$ cat config.mk
export PLATFORM = sky130hd
export DESIGN_NAME = calendar_date_to_epoch_seconds_top
export DESIGN_NICKNAME = d
export VERILOG_FILES = /design/src/hw/rtl/cdtes_pkg.sv /design/src/hw/rtl/calendar_date_to_epoch_seconds_top.sv
export SDC_FILE = /design/constraint.sdc
export NUM_CORES = 1
export LEC_CHECK = 0
export BUFFER_PORTS_ARGS = -buffer_cell sky130_fd_sc_hd__buf_2
export CAP_MARGIN = 20
export CORE_UTILIZATION = 59
export DETAILED_ROUTE_END_ITERATION = 10
export GPL_TIMING_DRIVEN = 0
export MAX_ROUTING_LAYER = met4
export PLACE_DENSITY = 0.8
export SYNTH_ARGS = -nofsm -noshare
export SYNTH_HDL_FRONTEND = slang
export SYNTH_SLANG_ARGS = --single-unit
export TNS_END_PERCENT = 50
$ cat constraint.sdc
create_clock -name clk -period 7.05 [get_ports clk]
set_input_delay 2.115 -clock clk [delete_from_list [all_inputs] [get_ports clk]]
set_output_delay 2.115 -clock clk [all_outputs]
set_load 0.02 [all_outputs]
$ cat src/hw/rtl/cdtes_pkg.sv
// shared types, constants and the month table for the date to epoch seconds block
`default_nettype none

package cdtes_pkg;

  // sequencer steps
  typedef enum logic [3:0] {
    S_IDLE,
    S_DIV,
    S_LEAP,
    S_YEAR,
    S_MON,
    S_DAYS,
    S_SEC,
    S_HR,
    S_MIN,
    S_LAST,
    S_DONE
  } state_t;

  // field widths
  localparam int YEAR_W  = 14;
  localparam int FIELD_W = 7;
  localparam int OFF_W   = 5;
  localparam int OUT_W   = 39;

  // shared multiplier operand widths
  localparam int MUL_A_W = 25;
  localparam int MUL_B_W = 18;
  localparam int MUL_P_W = MUL_A_W + MUL_B_W;

  // floor(x / 100) = (x * 5243) >> 19, exact for every 14-bit x
  localparam int Q100_W      = 8;
  localparam int RECIP_SHIFT = 19;
  localparam logic signed [MUL_B_W-1:0] RECIP_100 = 18'sd5243;

  localparam logic [YEAR_W-1:0] EPOCH_YEAR = 14'd1970;
  // leap years in 1..1969
  localparam logic [12:0] LEAPS_BEFORE_EPOCH = 13'd477;

  localparam logic [FIELD_W-1:0] FIRST_EXTRA_MONTH = 7'd13;
  localparam logic [FIELD_W-1:0] FEBRUARY          = 7'd2;

  localparam logic signed [MUL_B_W-1:0] DAYS_PER_YEAR = 18'sd365;
  localparam logic signed [MUL_B_W-1:0] LONG_MONTH    = 18'sd31;
  localparam logic signed [MUL_B_W-1:0] SECS_PER_DAY  = 18'sd86400;
  localparam logic signed [MUL_B_W-1:0] SECS_PER_HOUR = 18'sd3600;
  localparam logic signed [MUL_B_W-1:0] SECS_PER_MIN  = 18'sd60;

  localparam logic signed [OFF_W-1:0] OFFSET_RESET = 5'sd9;

  // days in months before month m of a common year, months 13 and up cap at a full year
  function automatic logic [8:0] cum_days(input logic [FIELD_W-1:0] m);
    logic [8:0] d;
    case (m)
      7'd0, 7'd1: d = 9'd0;
      7'd2:       d = 9'd31;
      7'd3:       d = 9'd59;
      7'd4:       d = 9'd90;
      7'd5:       d = 9'd120;
      7'd6:       d = 9'd151;
      7'd7:       d = 9'd181;
      7'd8:       d = 9'd212;
      7'd9:       d = 9'd243;
      7'd10:      d = 9'd273;
      7'd11:      d = 9'd304;
      7'd12:      d = 9'd334;
      default:    d = 9'd365;
    endcase
    return d;
  endfunction

endpackage

`default_nettype wire

$ cat src/hw/rtl/calendar_date_to_epoch_seconds_top.sv
// date and time to signed epoch seconds, one shared multiplier and adder under a sequencer
//
//   channel   signals                                        dir
//   input     in_valid, in_ready, year..second               in
//   output    out_valid, out_ready, epoch_seconds            out
//   config    cfg_we, local_offset_hours                     in
//
// out_valid rises once an accepted word has run through the steps div, leap, year, mon,
// days, sec, hr, min and last, one word at a time; with out_ready high the block returns
// to idle and the next word can be accepted. the steps run through the single 25x18 multiplier
// and the single 39-bit accumulator adder.
// in_ready is high only while idle; the result holds until out_ready.
// rst is synchronous; the offset register resets to 9.
`default_nettype none

module calendar_date_to_epoch_seconds_top (
  input  wire logic                                  clk,
  input  wire logic                                  rst,
  input  wire logic                                  cfg_we,
  input  wire logic signed [cdtes_pkg::OFF_W-1:0]    local_offset_hours,
  input  wire logic                                  in_valid,
  output logic                                       in_ready,
  input  wire logic [cdtes_pkg::YEAR_W-1:0]          year,
  input  wire logic [cdtes_pkg::FIELD_W-1:0]         month,
  input  wire logic [cdtes_pkg::FIELD_W-1:0]         day,
  input  wire logic [cdtes_pkg::FIELD_W-1:0]         hour,
  input  wire logic [cdtes_pkg::FIELD_W-1:0]         minute,
  input  wire logic [cdtes_pkg::FIELD_W-1:0]         second,
  output logic                                       out_valid,
  input  wire logic                                  out_ready,
  output logic signed [cdtes_pkg::OUT_W-1:0]         epoch_seconds
);

  cdtes_pkg::state_t state, state_next;

  logic signed [cdtes_pkg::OFF_W-1:0]   off;
  logic [cdtes_pkg::YEAR_W-1:0]         yr;
  logic [cdtes_pkg::FIELD_W-1:0]        mon, dy, hr, mn, sc;
  logic                                 leap;
  logic signed [cdtes_pkg::OUT_W-1:0]   acc, acc_next;
  logic signed [cdtes_pkg::OUT_W-1:0]   prod;

  logic signed [cdtes_pkg::MUL_A_W-1:0] mul_a;
  logic signed [cdtes_pkg::MUL_B_W-1:0] mul_b;
  logic signed [cdtes_pkg::MUL_P_W-1:0] mul_full;

  logic [cdtes_pkg::Q100_W-1:0]         q100, q100m1;
  logic [14:0]                          q100_x100;
  logic [cdtes_pkg::YEAR_W-1:0]         rem, ym1, yd;
  logic                                 rem_zero, is_leap, year_after;
  logic [12:0]                          leaps_m1, leap_days;
  logic [cdtes_pkg::FIELD_W-1:0]        mext;
  logic signed [11:0]                   day_add;

  wire in_acc  = in_valid & in_ready;
  wire out_acc = out_valid & out_ready;

  // offset register
  always_ff @(posedge clk) begin
    if (rst) begin
      off <= cdtes_pkg::OFFSET_RESET;
    end else if (cfg_we) begin
      off <= local_offset_hours;
    end
  end

  // capture the input word
  always_ff @(posedge clk) begin
    if (in_acc) begin
      yr  <= year;
      mon <= month;
      dy  <= day;
      hr  <= hour;
      mn  <= minute;
      sc  <= second;
    end
  end

  // year split: quotient and remainder by 100, leap count below the year, leap flag and day terms
  always_comb begin
    q100       = prod[cdtes_pkg::RECIP_SHIFT +: cdtes_pkg::Q100_W];
    q100_x100  = 15'(q100) * 15'd100;
    rem        = yr - q100_x100[cdtes_pkg::YEAR_W-1:0];
    rem_zero   = (rem == '0);
    ym1        = yr - 14'd1;
    q100m1     = q100 - cdtes_pkg::Q100_W'(rem_zero);
    leaps_m1   = 13'(ym1[cdtes_pkg::YEAR_W-1:2]) - 13'(q100m1) + 13'(q100m1[7:2]);
    leap_days  = leaps_m1 - cdtes_pkg::LEAPS_BEFORE_EPOCH;
    is_leap    = (yr[1:0] == 2'b00) && (!rem_zero || (q100[1:0] == 2'b00));
    year_after = (yr > cdtes_pkg::EPOCH_YEAR);
    yd         = yr - cdtes_pkg::EPOCH_YEAR;
    mext       = (mon > cdtes_pkg::FIRST_EXTRA_MONTH) ? (mon - cdtes_pkg::FIRST_EXTRA_MONTH)
                                                      : '0;
    day_add    = $signed({3'b000, cdtes_pkg::cum_days(mon)})
               + $signed({11'd0, leap && (mon > cdtes_pkg::FEBRUARY)})
               + $signed({5'd0, dy}) - 12'sd1;
  end

  // shared multiplier
  assign mul_full = mul_a * mul_b;

  // step register
  always_ff @(posedge clk) begin
    if (rst) begin
      state <= cdtes_pkg::S_IDLE;
    end else begin
      state <= state_next;
    end
  end

  // next step
  always_comb begin
    state_next = state;
    case (state)
      cdtes_pkg::S_IDLE: if (in_acc) state_next = cdtes_pkg::S_DIV;
      cdtes_pkg::S_DIV:  state_next = cdtes_pkg::S_LEAP;
      cdtes_pkg::S_LEAP: state_next = cdtes_pkg::S_YEAR;
      cdtes_pkg::S_YEAR: state_next = cdtes_pkg::S_MON;
      cdtes_pkg::S_MON:  state_next = cdtes_pkg::S_DAYS;
      cdtes_pkg::S_DAYS: state_next = cdtes_pkg::S_SEC;
      cdtes_pkg::S_SEC:  state_next = cdtes_pkg::S_HR;
      cdtes_pkg::S_HR:   state_next = cdtes_pkg::S_MIN;
      cdtes_pkg::S_MIN:  state_next = cdtes_pkg::S_LAST;
      cdtes_pkg::S_LAST: state_next = cdtes_pkg::S_DONE;
      cdtes_pkg::S_DONE: if (out_acc) state_next = cdtes_pkg::S_IDLE;
      default:           state_next = cdtes_pkg::S_IDLE;
    endcase
  end

  // operand selection and accumulator update per step
  always_comb begin
    in_ready  = 1'b0;
    out_valid = 1'b0;
    mul_a     = '0;
    mul_b     = '0;
    acc_next  = acc;
    case (state)
      cdtes_pkg::S_IDLE: begin
        in_ready = 1'b1;
      end
      cdtes_pkg::S_DIV: begin
        mul_a = $signed({11'd0, yr});
        mul_b = cdtes_pkg::RECIP_100;
      end
      cdtes_pkg::S_LEAP: begin
        mul_a    = year_after ? $signed({11'd0, yd}) : '0;
        mul_b    = cdtes_pkg::DAYS_PER_YEAR;
        acc_next = year_after ? $signed({26'd0, leap_days}) : '0;
      end
      cdtes_pkg::S_YEAR: begin
        mul_a    = $signed({18'd0, mext});
        mul_b    = cdtes_pkg::LONG_MONTH;
        acc_next = acc + prod;
      end
      cdtes_pkg::S_MON: begin
        acc_next = acc + prod;
      end
      cdtes_pkg::S_DAYS: begin
        acc_next = acc + cdtes_pkg::OUT_W'(day_add);
      end
      cdtes_pkg::S_SEC: begin
        mul_a    = acc[cdtes_pkg::MUL_A_W-1:0];
        mul_b    = cdtes_pkg::SECS_PER_DAY;
        acc_next = $signed({32'd0, sc});
      end
      cdtes_pkg::S_HR: begin
        mul_a    = cdtes_pkg::MUL_A_W'($signed({2'b00, hr}) - 9'(off));
        mul_b    = cdtes_pkg::SECS_PER_HOUR;
        acc_next = acc + prod;
      end
      cdtes_pkg::S_MIN: begin
        mul_a    = $signed({18'd0, mn});
        mul_b    = cdtes_pkg::SECS_PER_MIN;
        acc_next = acc + prod;
      end
      cdtes_pkg::S_LAST: begin
        acc_next = acc + prod;
      end
      cdtes_pkg::S_DONE: begin
        out_valid = 1'b1;
      end
      default: begin
        acc_next = acc;
      end
    endcase
  end

  // datapath registers
  always_ff @(posedge clk) begin
    acc  <= acc_next;
    prod <= mul_full[cdtes_pkg::OUT_W-1:0];
    if (state == cdtes_pkg::S_LEAP) begin
      leap <= is_leap;
    end
  end

  assign epoch_seconds = acc;

  // one word at a time: never ready while a result waits
  a_ready_excl: assert property (@(posedge clk) disable iff (rst)
    in_ready |-> !out_valid)
    else $error("input ready while result pending");

  // an accepted word starts the division step
  a_start: assert property (@(posedge clk) disable iff (rst)
    in_acc |=> (state == cdtes_pkg::S_DIV))
    else $error("sequencer did not start after accept");

  // reciprocal division leaves a remainder below 100
  a_rem: assert property (@(posedge clk) disable iff (rst)
    (state == cdtes_pkg::S_LEAP) |-> (rem < 14'd100))
    else $error("year remainder out of range");

  // a delivered result returns the block to idle
  a_back_idle: assert property (@(posedge clk) disable iff (rst)
    out_acc |=> in_ready)
    else $error("not idle after result taken");

endmodule

`default_nettype wire
Word level (Yosys, flattened, before mapping)
Memories as Yosys holds them, arrays and structs flattened. A register that Yosys moved wholly into a read port is not among the register bits.
Cells that the tools add are included.

operators by class
  add/subtract/negate cells = 14
  multiply operators = 2
  order comparisons = 3
  eq/ne operators = 12
  muxes and demuxes = 13
  bitwise gates (word level) = 2
  reductions and logical operators = 12

operators with widths
  cell                    count
  $pmux 39 s4             1
  $pmux 25 s6             1
  $pmux 17 s6             1
  $pmux 4 s11             1
  $add 39x12->39          1
  $add 39x39->39          1
  $mul 25x18->39          1
  $eq 4x3->1 const B      4
  $gt 14x11->1 const B    1
  $logic_not 14->1        1
  $mux 14                 1
  $sub 14x1->14 const B   1
  $sub 14x11->14 const B  1
  $sub 14x14->14          1
  $add 13x6->13           1
  $mux 13                 1
  $sub 12x8->13           1
  $sub 13x9->13 const B   1
  $eq 4x4->1 const B      3
  $mul 8x5->12 const B    1
  $mux 4                  3
  $sub 11x1->12 const B   1
  $add 10x7->11           1
  $add 9x1->10            1
  other kinds (21)        27

storage, ports and cells
  register bits after elaboration = 137
  ROM bits = 144
  bits of input ports = 59
  output and inout bits = 41
  word-level logic and storage cells = 70
  memories kept = 1

memories
  memory            depth  width  rd ports  clocked after Yosys merged registers in  wr ports  line             RTL
  (name not given)  16     9      1         1                                        0         cdtes_pkg.sv:55  case (m)

Longest topological paths before layout
Gate-level depths: netlist of run 1.

  word-level depth = 9
  mapped depth = 36
  depth with buffers taken out = 36

Worst setup path before layout of run 1
Ideal clock, no wire load.

  kind = register to register
  start point = reg hr[0] in the netlist's numbering
  end point = reg prod[38] in the netlist's numbering
  library setup time = 0.064 ns
  arrival = 7.502 ns
  required time = 6.986 ns
  path slack = -0.516 ns
  cell stages (with the launch flop) = 30
  buffers on the path = 1
  clock period less this slack = 7.566 ns
  cell sequence = edfxtp_1 -> inv_1 -> ha_1 -> fa_1 -> nor2b_1 -> o21ai_1 -> a21oi_1 -> o21ai_1 -> a21boi_0 -> nor3_1 -> o21ai_2 -> clkbuf_1 -> inv_1 -> fa_1 -> fa_1 -> fa_1 -> inv_1 -> fa_1 -> fa_1 -> inv_1 -> fa_1 -> ha_1 -> or2_1 -> a21o_1 -> and4_1 -> a221o_1 -> o2111ai_1 -> a31oi_1 -> or4_1 -> nand4_1

between the ends
  cells in the longest elaborated chain, start to end = 3

ends and longest elaborated chain
  element                       line                                       RTL
  from (decl)                   calendar_date_to_epoch_seconds_top.sv:38   logic [cdtes_pkg::FIELD_W-1:0] mon, dy, hr, mn, sc;
  from (signal assigned)        calendar_date_to_epoch_seconds_top.sv:73   hr <= hour;
  $sub 8x5->9                   calendar_date_to_epoch_seconds_top.sv:167  mul_a = cdtes_pkg::MUL_A_W'($signed({2'b00, hr}) - 9'(off));
  $pmux 25 s6                   calendar_date_to_epoch_seconds_top.sv:137  case (state)
  $mul 25x18->39                calendar_date_to_epoch_seconds_top.sv:100  assign mul_full = mul_a * mul_b;
  named net mul_full (one bit)  calendar_date_to_epoch_seconds_top.sv:45   logic signed [cdtes_pkg::MUL_P_W-1:0] mul_full;
  to (signal assigned)          calendar_date_to_epoch_seconds_top.sv:191  prod <= mul_full[cdtes_pkg::OUT_W-1:0];
  to (decl)                     calendar_date_to_epoch_seconds_top.sv:41   logic signed [cdtes_pkg::OUT_W-1:0] prod;

The timed path passes the listed nets, and every way through them passes these cells.
A chain may end at the register's enable or synchronous reset.

Worst setup path after layout of run 1
  start point = reg yr[6] in the netlist's numbering
  end point = reg prod[38] in the netlist's numbering

between the ends
  cells in the longest elaborated chain, start to end = 4
  elaborated cells on any way between the ends = 5
  classes of those cells = 1 x add/sub; 1 x mul; 1 x order compare; 2 x mux

ends and longest elaborated chain
  element                                         line                                                                                RTL
  from (decl)                                     calendar_date_to_epoch_seconds_top.sv:37                                            logic [cdtes_pkg::YEAR_W-1:0] yr;
  from (signal assigned)                          calendar_date_to_epoch_seconds_top.sv:70                                            yr <= year;
  $sub 14x11->14 or $gt 14x11->1 (tied branches)  calendar_date_to_epoch_seconds_top.sv:91, calendar_date_to_epoch_seconds_top.sv:90
  $mux 14                                         calendar_date_to_epoch_seconds_top.sv:146                                           mul_a = year_after ? $signed({11'd0, yd}) : '0;
  $pmux 25 s6 (*)                                 calendar_date_to_epoch_seconds_top.sv:137
  $mul 25x18->39 (*)                              calendar_date_to_epoch_seconds_top.sv:100
  named net mul_full (one bit)                    calendar_date_to_epoch_seconds_top.sv:45

Mark *: on every way through the listed nets, which the timed path passes. The rest lies on a longest branch.

==> key figures, run 1 <==
Outcome
  – Status: finished, violations left
  – Failing checks: negative setup slack

Critical path
  – Arrival time reported for the critical path endpoint: around 8400 ps
  – Critical path start-end classification: reg -> reg
  – Data required, critical path: 7400 ps
  – CP Buf/Inv Count: 7
  – Worst setup EP type: flip-flop
  – Critical path's most frequent cell: sky130_fd_sc_hd__fa_1
  – R2r startpoint: yr[6]
  – Max incr delay on CP: roughly 600 ps
  – First element of the critical path: yr[6]
  – Cell with the largest stage delay on the worst path: sky130_fd_sc_hd__clkbuf_1
  – Worst reg-to-reg path cell count: 28
  – CP delay by family, top: adder cells
  – Crit Path Max Fanout: 10
  – CP startpoint kind: flip-flop
  – Reg2Reg Capture Point: prod[38]
  – R2r setup slk: -1000 ps

Timing
  – Final setup violation count: 25
  – Final-layout setup total negative slack: -9860 ps
  – Max-Slew Margin vs Limit: roughly 39%
  – Min cycle time layout: 8050 ps
  – Final period util: 114%
  – Setup ws final: -1000 ps
  – Final-report max-slew violation count: 0
  – FMAX: 124 MHz
  – Setup repair after global routing missed its margin: yes
  – Transition time at the pin with the least slew margin: a little over 900 ps
  – Final hold violation count: 0
  – Max Clock Skew: roughly 13 ps

Clock network
  – CTS Buffer Depth: 2
  – # clock sinks: 146
  – Clock insertion delay at the later pin of the skew report: 460 ps
  – CTS tree: yes
  – Num CTS Buffers: 17
  – CTS H-Tree Depth: 4
  – Clock edge transition at the registers on the reported setup and hold paths: 70 ps
  – Number of hold-repair buffers added at the cts stage: 0
  – Buffer cell driving the clock tree root: sky130_fd_sc_hd__clkbuf_16

Worst hold path
  – Cells on Worst Hold Path: 2
  – Worst min-delay path class: reg -> reg
  – End of the worst hold path: off[2]
  – Critical hold path startpoint: off[2]

Synth
  – Gate Count Post-Synth: between 2,000 and 2,500
  – Avg Inst Size Synth: 9.48 um2
  – Primary flip-flop cell chosen by synthesis mapping: sky130_fd_sc_hd__edfxtp_1
  – Proportion of synthesized flip-flops having asynchronous set or reset: 0%
  – Leading area contributor after synthesis: sky130_fd_sc_hd__fa_1
  – Area of the mapped netlist: between 20,000 and 25,000 um2
  – Yosys warning count: 0
  – Yosys cell types: 80
  – Dominant cells by area after synthesis: sky130_fd_sc_hd__fa_1 (31%), sky130_fd_sc_hd__ha_1 (14%), sky130_fd_sc_hd__edfxtp_1 (12%)
  – Portion of synthesized cell area occupied by the leading cell type: 30.8%
  – FF+latch count, synth: 146
  – Number of enable flip-flop cells after synthesis: 89
  – Sequential share of the synthesized area: between 15 and 20%

Placement
  – Placer Congestion: 1.05
  – Number of buffers inserted by port buffering: 98
  – HPWL reported at the end of detailed placement: 51,400 um
  – Area of placed instances: 24,600 um2
  – Post-placement setup slack: -1740 ps

Layout
  – Core occupancy in the finished layout: 71.7%
  – Growth of design area from synthesis to finish: 18.7%
  – Fraction of final layout cells sized beyond drive strength 1: 18.9%
  – Layout net count: around 3,400
  – Post-route standard cell area excluding fillers: about 27,000 um2

Route
  – Mean number of vias per cell: 5.73
  – Detailed Routing Iterations Pass 1: 6
  – Number of DRC violations after detailed-routing iteration 0: 1,638
  – Post-detailed-routing wire length: around 66,000 um
  – WL per Instance: 20.5 um
  – Number of remaining DRC errors: 0
  – Remaining number of nets flagged by the antenna check after routing: 0
  – Detailed-route via count: 18,400

Global route
  – Via count of the first global-routing pass: 19,200
  – Overall global routing resource usage: a little over a third
  – First-pass GRT wire length: 101,000 um
  – Pin count of the biggest net entering global routing: 35
  – Total congestion overflow: 0
  – Antenna violations before repair: 1

Floorplan
  – Die height: 199 um
  – Chip width: 199 um
  – DIE AREA: 39,500 um2
  – Total number of placement rows: 71
  – Placeable core region: between 30,000 and 40,000 um2
  – Initial core utilization: 60.4%
  – # IOs: 100

Flow run
  – Count of max-cap constraint violations: 0
-- metrics by stage --
stage	std cells	hold WS [ps]
floorplan	2480	452
global placement	3089	471
detailed placement	3092	485
CTS	3193	514
global route	3214	531
finish	3214	523
-- how the worst max path moves through the flow --
stage | cells past startpoint | slack [ps] | endpoint
floorplan | 33 | -160 | prod[38]
global placement | 30 | -1670 | prod[38]
detailed placement | 30 | -1740 | prod[38]
CTS | 32 | -710 | prod[38]
global route | 35 | -1030 | prod[38]
finish | 28 | -1000 | prod[38]
-- area by class of cell --
cell class | count | area, um2
clock inverter | 14 | 91.3
buffer | 52 | 319
clock buffer | 18 | 429
sequential | 146 | 3830
tap | 511 | 639
timing repair buffer | 192 | 1330
inverter | 532 | 2020
fill | 2690 | 10700
multi-input combinational | 1748 | 18500
antenna | 1 | 2.50
-- sequential cells by signal (all words and copies together), names as in the netlist, named ones only --
name	flops
epoch_seconds	39
prod	39
yr	14
dy	7
hr	7
mn	7
mon	7
sc	7
off	5
state	4
leap	1
-- synth_stat cells (47+ instances only) --
| master | n |
|---|---|
| sky130_fd_sc_hd__xnor2_1 | 80 |
| sky130_fd_sc_hd__xor2_1 | 47 |
| sky130_fd_sc_hd__inv_1 | 531 |
| sky130_fd_sc_hd__nand2_1 | 124 |
| sky130_fd_sc_hd__edfxtp_1 | 89 |
| sky130_fd_sc_hd__a21o_1 | 62 |
| sky130_fd_sc_hd__dfxtp_1 | 57 |
| sky130_fd_sc_hd__nor2_1 | 152 |
| sky130_fd_sc_hd__ha_1 | 264 |
| sky130_fd_sc_hd__a21oi_1 | 92 |
| sky130_fd_sc_hd__fa_1 | 352 |
| sky130_fd_sc_hd__and2_1 | 58 |
| sky130_fd_sc_hd__o21ai_0 | 83 |
-- cell families (layout without fill, tap and decap cells) --
family | Yosys count | in the layout | share of synthesized area [%]
fa+ha+maj | 616 | 616 | 45.3
buf+inv | 586 | 808 | 9.68
simple gates | 518 | 518 | 11.1
compound gates | 396 | 396 | 11.5
flops | 146 | 146 | 16.7
xor+xnor | 128 | 128 | 4.97
mux | 17 | 17 | 0.772
other cells | 2 | 74 | 0.0329
-- metal layers --
metal | wire length (um) | up-vias | GRT usage, %
li1 | - | 8252 | -
met1 | 25600 | 9130 | 43.0
met2 | 32600 | 829 | 58.0
met3 | 4660 | 214 | 4.76
met4 | 3120 | 0 | 14.3
met5 | 0 | - | -
-- repair_timing --
item	CTS	global route
setup endpoints to repair	34	44
setup buffers	70	27
hold endpoints to repair	0	0
pin swaps	91	90
gates resized for setup	176	128
-- worst min-delay path, cell delays in order, from the launching register on --
cell	delay (ps)
sky130_fd_sc_hd__dfxtp_1	340
sky130_fd_sc_hd__mux2i_1	70
sky130_fd_sc_hd__nor2_1	80
-- placed cells by master (no fill, tap or decap), types with 13 or more instances in the layout --
master,n
sky130_fd_sc_hd__buf_2,102
sky130_fd_sc_hd__inv_2,18
sky130_fd_sc_hd__dfxtp_1,50
sky130_fd_sc_hd__clkbuf_1,25
sky130_fd_sc_hd__edfxtp_1,89
sky130_fd_sc_hd__fa_2,19
sky130_fd_sc_hd__nand3_1,20
sky130_fd_sc_hd__nor3_1,29
sky130_fd_sc_hd__ha_4,35
sky130_fd_sc_hd__nor2_1,136
sky130_fd_sc_hd__o21a_1,28
sky130_fd_sc_hd__buf_4,79
sky130_fd_sc_hd__nor2_2,13
sky130_fd_sc_hd__nand2_1,115
sky130_fd_sc_hd__conb_1,73
sky130_fd_sc_hd__xnor2_1,71
sky130_fd_sc_hd__o21ai_0,63
sky130_fd_sc_hd__xor2_1,45
sky130_fd_sc_hd__a21oi_2,21
sky130_fd_sc_hd__o21ai_1,16
sky130_fd_sc_hd__ha_1,222
sky130_fd_sc_hd__and2_1,54
sky130_fd_sc_hd__inv_1,507
sky130_fd_sc_hd__a21o_1,62
sky130_fd_sc_hd__nand2b_1,24
sky130_fd_sc_hd__a21oi_1,66
sky130_fd_sc_hd__clkbuf_16,19
sky130_fd_sc_hd__fa_1,333
Power of run 1 is left out: the tool's default activity adds up to more than one toggle a clock period on the data nets, which glitch-free logic cannot reach.
==> run 2: changes to the inputs <==
Settings changed: CORE_UTILIZATION 59 to 45, PLACE_DENSITY 0.8 to default, TNS_END_PERCENT 50 to default.
==> key figures, run 2 (synthesis results as in run 1) <==
Outcome
  – Status: finished, violations left (unchanged)
  – Failing checks: negative setup slack (unchanged)

Timing
  – Final-report max-slew violation count: 0 (unchanged)
  – Transition time at the pin with the least slew margin: 1060 ps (was 915 ps)
  – Final hold violation count: 0 (unchanged)
  – FMAX: 130 MHz (was 124 MHz)
  – Max Clock Skew: 19.1 ps (was 13.3 ps)
  – Setup repair after global routing missed its margin: yes (unchanged)
  – Final setup violation count: 19 (was 25)
  – Setup ws final: -638 ps (was -1000 ps)
  – Min cycle time layout: 7690 ps (was 8050 ps)
  – Final period util: 109% (was 114%)
  – Fin Hold WS: 510 ps (was 523 ps)
  – Max-Slew Margin vs Limit: 29.5% (was 38.5%)

Critical path
  – First element of the critical path: yr[3] (was yr[6])
  – Crit Path Max Fanout: 8 (was 10)
  – Arrival time reported for the critical path endpoint: 8040 ps (was 8400 ps)
  – Worst setup EP type: flip-flop (unchanged)
  – CP startpoint kind: flip-flop (unchanged)
  – Critical path start-end classification: reg -> reg (unchanged)
  – Cell with the largest stage delay on the worst path: sky130_fd_sc_hd__fa_2 (was sky130_fd_sc_hd__clkbuf_1)
  – Critical path's most frequent cell: sky130_fd_sc_hd__inv_1 (was sky130_fd_sc_hd__fa_1)
  – Max incr delay on CP: 560 ps (was 610 ps)
  – R2r startpoint: yr[3] (was yr[6])
  – Data required, critical path: 7400 ps (about the same)

Global route
  – Total congestion overflow: 0 (unchanged)
  – Pin count of the biggest net entering global routing: 40 (was 35)
  – First-pass GRT wire length: 101,000 um (about the same)
  – Overall global routing resource usage: 26.9% (was 34.9%)
  – Antenna violations before repair: 2 (was 1)
  – Via count of the first global-routing pass: 18,300 (was 19,200)

Floorplan
  – Total number of placement rows: 82 (was 71)
  – Placeable core region: 50,100 um2 (was 37,800 um2)
  – DIE AREA: 51,700 um2 (was 39,500 um2)
  – # IOs: 100 (unchanged)
  – Chip width: 227 um (was 199 um)
  – Initial core utilization: 45.6% (was 60.4%)
  – Die height: 227 um (was 199 um)

Layout
  – Leading cell types in the layout, fill and taps excluded: sky130_fd_sc_hd__inv_1 (500), sky130_fd_sc_hd__fa_1 (333), sky130_fd_sc_hd__ha_1 (220), sky130_fd_sc_hd__nor2_1 (135), sky130_fd_sc_hd__nand2_1 (115) (was sky130_fd_sc_hd__inv_1 (507), sky130_fd_sc_hd__fa_1 (333), sky130_fd_sc_hd__ha_1 (222), sky130_fd_sc_hd__nor2_1 (136), sky130_fd_sc_hd__nand2_1 (115))
  – Growth of design area from synthesis to finish: 20.6% (was 18.7%)
  – Layout net count: 3,366 (was 3,364)
  – Fraction of final layout cells sized beyond drive strength 1: 19.8% (was 18.9%)
  – Number of fillers in the final layout: 4,589 (was 2,690)
  – Commonest non-fill, non-tap cell in the layout: sky130_fd_sc_hd__inv_1 (unchanged)

Clock network
  – Clock insertion delay at the later pin of the skew report: 450 ps (was 460 ps)
  – Buffer cell driving the clock tree root: sky130_fd_sc_hd__clkbuf_16 (unchanged)
  – CTS H-Tree Depth: 4 (unchanged)
  – CTS Buffer Depth: 2 (unchanged)
  – Num CTS Buffers: 17 (unchanged)
  – Number of hold-repair buffers added at the cts stage: 0 (unchanged)
  – CTS tree: yes (unchanged)
  – Clock edge transition at the registers on the reported setup and hold paths: 70 ps (about the same)
  – # clock sinks: 146 (unchanged)

Route
  – Detailed Routing Iterations Pass 1: 7 (was 6)
  – Post-detailed-routing wire length: 65,500 um (was 65,900 um)
  – WL per Instance: 19.4 um (was 20.5 um)
  – Mean number of vias per cell: 5.26 (was 5.73)
  – Remaining number of nets flagged by the antenna check after routing: 0 (unchanged)
  – Number of remaining DRC errors: 0 (unchanged)
  – Detailed-route via count: 17,800 (was 18,400)
  – Number of DRC violations after detailed-routing iteration 0: 1,133 (was 1,638)

Placement
  – HPWL reported at the end of detailed placement: 53,300 um (was 51,400 um)
  – Placer Congestion: 0.958 (was 1.05)
  – Number of buffers inserted by port buffering: 98 (unchanged)

Worst hold path
  – Worst min-delay path class: reg -> reg (unchanged)
  – Critical hold path startpoint: off[3] (was off[2])

Flow run
  – Count of max-cap constraint violations: 0 (unchanged)
run 2: cell count changes in the layout (fill, tap and decap cells not counted), moves of 4 or more:
cell,before,now
sky130_fd_sc_hd__buf_6,12,20
sky130_fd_sc_hd__inv_1,507,500
sky130_fd_sc_hd__inv_2,18,25
sky130_fd_sc_hd__a21oi_1,66,61
sky130_fd_sc_hd__a21oi_2,21,25
sky130_fd_sc_hd__nor3_1,29,33
sky130_fd_sc_hd__o21ai_1,16,12
sky130_fd_sc_hd__xnor2_1,71,67
sky130_fd_sc_hd__xnor2_2,8,12
run 2: final cells by class:
cell class | instances | area (um2) | share of cell area (%)
timing repair buffer | 195 | 1380 | 5.00
tap | 672 | 841 | 3.05
inverter | 532 | 2030 | 7.35
buffer | 51 | 320 | 1.16
clock inverter | 11 | 125 | 0.454
antenna | 2 | 5.00 | 0.0182
sequential | 146 | 3840 | 13.9
multi-input combinational | 1748 | 18600 | 67.4
clock buffer | 21 | 450 | 1.63
run 2: critical path, delay by kind of cell, from the launching register on:
kind,cells,cell delay (ps)
buffers and inverters,6,590
adders and majority gates,7,3020
DFF,1,480
AOI/OAI and AO/OA,7,1310
and+or+nand+nor,10,2180
run 2: metal layers:
layer,vias to the layer above,track usage [%],routed length [um]
met4,0,8.64,2180
met3,111,3.32,2990
li1,8268,-,-
met1,8906,34.4,28200
met5,-,-,0
met2,486,44.5,32100
run 2: worst paths after layout:
kind	slack [ps]	depth (start not counted)	end
worst min-delay path	510	2	off[3]
worst min register to register	510	2	off[3]
worst max-delay path	-640	30	prod[38]
worst max register to register	-640	30	prod[38]
run 2: metrics by stage:
step	area (um2)	std cells	TNS, ps	utilization, %	worst slack (ps)
final	27600	3378	-4580	55.0	-638
after global routing	27600	3378	-10140	55.0	-875
after CTS	26800	3347	-4700	53.6	-699
after detailed placement	24800	3254	-33390	49.5	-1800
after global placement	24700	3250	-33250	49.3	-1800
after floorplan	23400	2480	-158	-	-158
run 2: timing repair:
item | CTS | global route
setup buffers | 64 | 35
pin swaps | 106 | 90
gates resized for setup | 214 | 131
setup endpoints to repair | 35 | 43
Power of run 2 is left out for the same reason.
